$ cat src/hw/rtl/tru_queue.sv
// small first-in first-out queue between front and back
module tru_queue #(
	parameter int WIDTH = 99,
	parameter int DEPTH = 4,
	parameter int CNT_W = 3
) (
	input  logic             clk,
	input  logic             arst_n,
	input  logic             wr_en,
	input  logic [WIDTH-1:0] wr_data,
	input  logic             rd_en,
	output logic [WIDTH-1:0] rd_data,
	output logic             not_empty,
	output logic [CNT_W-1:0] count
);

	localparam int PTR_W = (DEPTH > 1) ? $clog2(DEPTH) : 1;

	logic [WIDTH-1:0] slots [DEPTH];
	logic [PTR_W-1:0] wr_ptr_q, rd_ptr_q;
	logic [CNT_W-1:0] count_q;

	always_ff @(posedge clk or negedge arst_n) begin
		if (!arst_n) begin
			wr_ptr_q <= '0;
			rd_ptr_q <= '0;
			count_q  <= '0;
		end else begin
			if (wr_en) begin
				wr_ptr_q <= (wr_ptr_q == PTR_W'(DEPTH - 1)) ? '0 : wr_ptr_q + PTR_W'(1);
			end
			if (rd_en) begin
				rd_ptr_q <= (rd_ptr_q == PTR_W'(DEPTH - 1)) ? '0 : rd_ptr_q + PTR_W'(1);
			end
			if (wr_en && !rd_en) begin
				count_q <= count_q + CNT_W'(1);
			end else if (rd_en && !wr_en) begin
				count_q <= count_q - CNT_W'(1);
			end
		end
	end

	always_ff @(posedge clk) begin
		if (wr_en) begin
			slots[wr_ptr_q] <= wr_data;
		end
	end

	assign rd_data   = slots[rd_ptr_q];
	assign not_empty = count_q != '0;
	assign count     = count_q;

endmodule

$ cat config.mk
export PLATFORM = sky130hd
export DESIGN_NAME = tru_queue
export DESIGN_NICKNAME = d
export VERILOG_FILES = /design/src/hw/rtl/tru_queue.sv
export SDC_FILE = /design/constraint.sdc
export NUM_CORES = 1
export LEC_CHECK = 0
export BUFFER_PORTS_ARGS = -buffer_cell sky130_fd_sc_hd__buf_2
export CORE_MARGIN = 1.5
export CORE_UTILIZATION = 51
export DETAILED_ROUTE_END_ITERATION = 16
export GPL_ROUTABILITY_DRIVEN = 0
export GPL_TIMING_DRIVEN = 0
export PLACE_DENSITY = 0.75
export SYNTH_ARGS = -nofsm -noshare
export SYNTH_HDL_FRONTEND = slang
export SYNTH_SLANG_ARGS = --single-unit
$ cat constraint.sdc
create_clock -name clk -period 3.14 [get_ports clk]
set_clock_uncertainty 0.1 [all_clocks]
set_input_delay 0 -clock clk [delete_from_list [all_inputs] [get_ports clk]]
set_output_delay 0 -clock clk [all_outputs]
set_load 0.03 [all_outputs]
==> results.yml <==
routing:
  wl_per_cell_um: 21.6
  drcViolationCount: 0
  dr.pass1.iters: 4
  first_iter_violations: 526
  ant_nets: 0
  vias: 7053
  drt-total-wl_mm: 28.3
  viasPerCell: 5.38
yosys:
  netlist_area_um2: 14700
  yosys-top-cells-area: "edfxtp_1 (81%), mux4_2 (15%), dfrtp_1 (1.2%), buf_6 (0.77%), ha_1 (0.51%)"
  avgSynthCellArea_um2: 26.6
  synthCells: 553
  ys_seq_elements: 403
  yosys_warnings: 0
  ys_types: 18
  synth_top_area_share_pct: 80.9
  synth.net_count: 663
  ys_seq_area_share_pct: 82.1
  yosysTopAreaCell: "edfxtp_1"
grt:
  grt_max_degree: 57
  grt_pass1_vias: 7964
  track_usage_pct: 19.4
  grt_first_pass_wirelength_mm: 44.2
  antenna_found_initial: 0
  grt_overflow: 0
critical_path:
  r2r_cells: 4
  r2r_end: "slots[2][17]"
  worstPathMaxFanout: 10
  worstPathRequired_ps: 3040
  crit_arrival_ps: 2240
  r2r_setup_slack_ps: 900
  worst_setup_path_start_kind: "flip-flop"
  worstSetupEndpointType: "primary output"
  r2r-start: "wr_ptr_q[0]"
  path_class: "reg2out"
clock_tree:
  clk_pin_slew_worst_paths_ps: 60
  cts_tree: "done"
  cts.htree.levels: 2
  post_cts_resized: 0
  post_cts_buffers: 0
  cts_buffer_depth: 3
  cts-root-buf: "clkbuf_16"
  cts.sinks: 403
  cts_buffers: 40
  ctsHoldBuffers: 103
  clk_latency_ps: 510
die:
  start_util_pct: 52.3
  fp-row-count: 61
  die-area_um2: 29900
  fp.dieW_um: 173
  core-area_um2: 28100
  die_y_um: 173
  io_pins: 206
pwr:
  irDropWorstVdd_mv: 0.650
  power_density_nw_per_um2: 948
  p_leak_nw: 6.44
flow_run:
  drv_cap: 0
cells_and_area:
  final_common_cell: "edfxtp_1"
  final_cell_mix: "edfxtp_1 (396), buf_2 (214), dlygate4sd3_1 (103), mux4_2 (99), clkbuf_16 (41)"
  syn_to_final_growth_pct: 26.2
  layout-drive-gt1-share_pct: 41.6
  utilization_pct: 66.1
  fin_nets: 1017
  n_antenna_cell: 0
  final_area_um2: 18600
timing:
  relSlewSlack_pct: 40.1
  tightest_slew_ps: 899
  slew_violations: 0
  timing.final.crit_share_pct: 74.5
  min_period_ps: 2340
  whs_ps: 137
  final.setup.tns_ps: 0
  finalSetupViolations: 0
  timing.fmax_mhz: 427
  rsz0062_at_grt: "no"
  hold_viol: 0
hold_path:
  hold_start: "wr_data[75]"
  min_path_cells: 2
  hold_path_class: "in2reg"
  hold_end: "slots[2][75]"
outcome:
  status: "completed"
place:
  placed_area_um2: 16300
  port_buffers: 205
  dp_hpwl_mm: 16.4
## worst max-delay path, stage by stage (launching register included)
cell	delay, ps
dfrtp_1	350
buf_4	230
clkbuf_1	500
mux4_2	440
buf_2	200
## synthesized netlist by cell type
cell type / n
inv_1: 4
and2_1: 4
xnor2_1: 1
nor2_1: 3
clkbuf_1: 1
fa_1: 1
o21ai_0: 2
buf_4: 2
nand2_1: 2
or3_1: 1
edfxtp_1: 396
mux2_2: 3
buf_2: 9
dfrtp_1: 7
mux4_2: 99
xor2_1: 2
buf_6: 10
ha_1: 6
## layout make-up
| cell class | instances | area, um2 |
|---|---|---|
| Buffer | 22 | 176 |
| Clock buffer | 49 | 1060 |
| Clock inverter | 20 | 149 |
| Fill cell | 1865 | 9530 |
| Inverter | 4 | 15.0 |
| Multi-Input combinational cell | 124 | 2450 |
| Sequential cell | 403 | 12100 |
| Tap cell | 378 | 473 |
| Timing Repair Buffer | 312 | 2170 |
## how the worst max path moves through the flow
| stage | from | to | depth (start not counted) |
|---|---|---|---|
| after floorplan | wr_ptr_q[0] | slots[2][0] | 3 |
| after global placement | wr_ptr_q[0] | slots[2][37] | 3 |
| after detailed placement | wr_ptr_q[0] | slots[2][37] | 4 |
| after CTS | rd_ptr_q[1] | rd_data[70] | 4 |
| after global routing | rd_ptr_q[1] | rd_data[70] | 4 |
| final | rd_ptr_q[1] | rd_data[70] | 4 |
## cells by family after synthesis
family / after synthesis / share of synthesized area, %
buffers and inverters: 26 / 1.30
AND/OR/NAND/NOR: 10 / 0.340
adder cells (fa/ha/maj): 7 / 0.647
XOR/XNOR: 3 / 0.179
multiplexers: 102 / 15.4
AO/OA/AOI/OAI: 2 / 0.0681
flip-flops: 403 / 82.1
## per-layer routing
layer	GRT usage, %	routed length (um)	up-vias
met4	5.40	581	0
met1	24.0	11100	3695
met3	3.63	1430	47
met5	0	0	-
met2	35.1	15300	219
li1	-	-	3092
## metrics by stage
step	power, mW	setup WS [ps]	instances
floorplan	11.5	753	553
global placement	13.1	-65.9	1136
detailed placement	13.3	871	1140
CTS	17.8	776	1312
global route	18.3	701	1312
finish	17.6	799	1312
## flip-flops by register name (all words and copies together) (netlist names)
register	flops
rd_ptr_q	2
wr_ptr_q	2
count	3
slots	396
## power by group
group / leakage (nW) / internal, mW / switching [mW] / total (mW)
registers: 3.72 / 6.90 / 0.217 / 7.11
clock network: 0.587 / 2.55 / 1.86 / 4.40
logic: 2.14 / 2.28 / 3.78 / 6.07
total: 6.44 / 11.7 / 5.86 / 17.6
(Power assumes the default switching activity.)
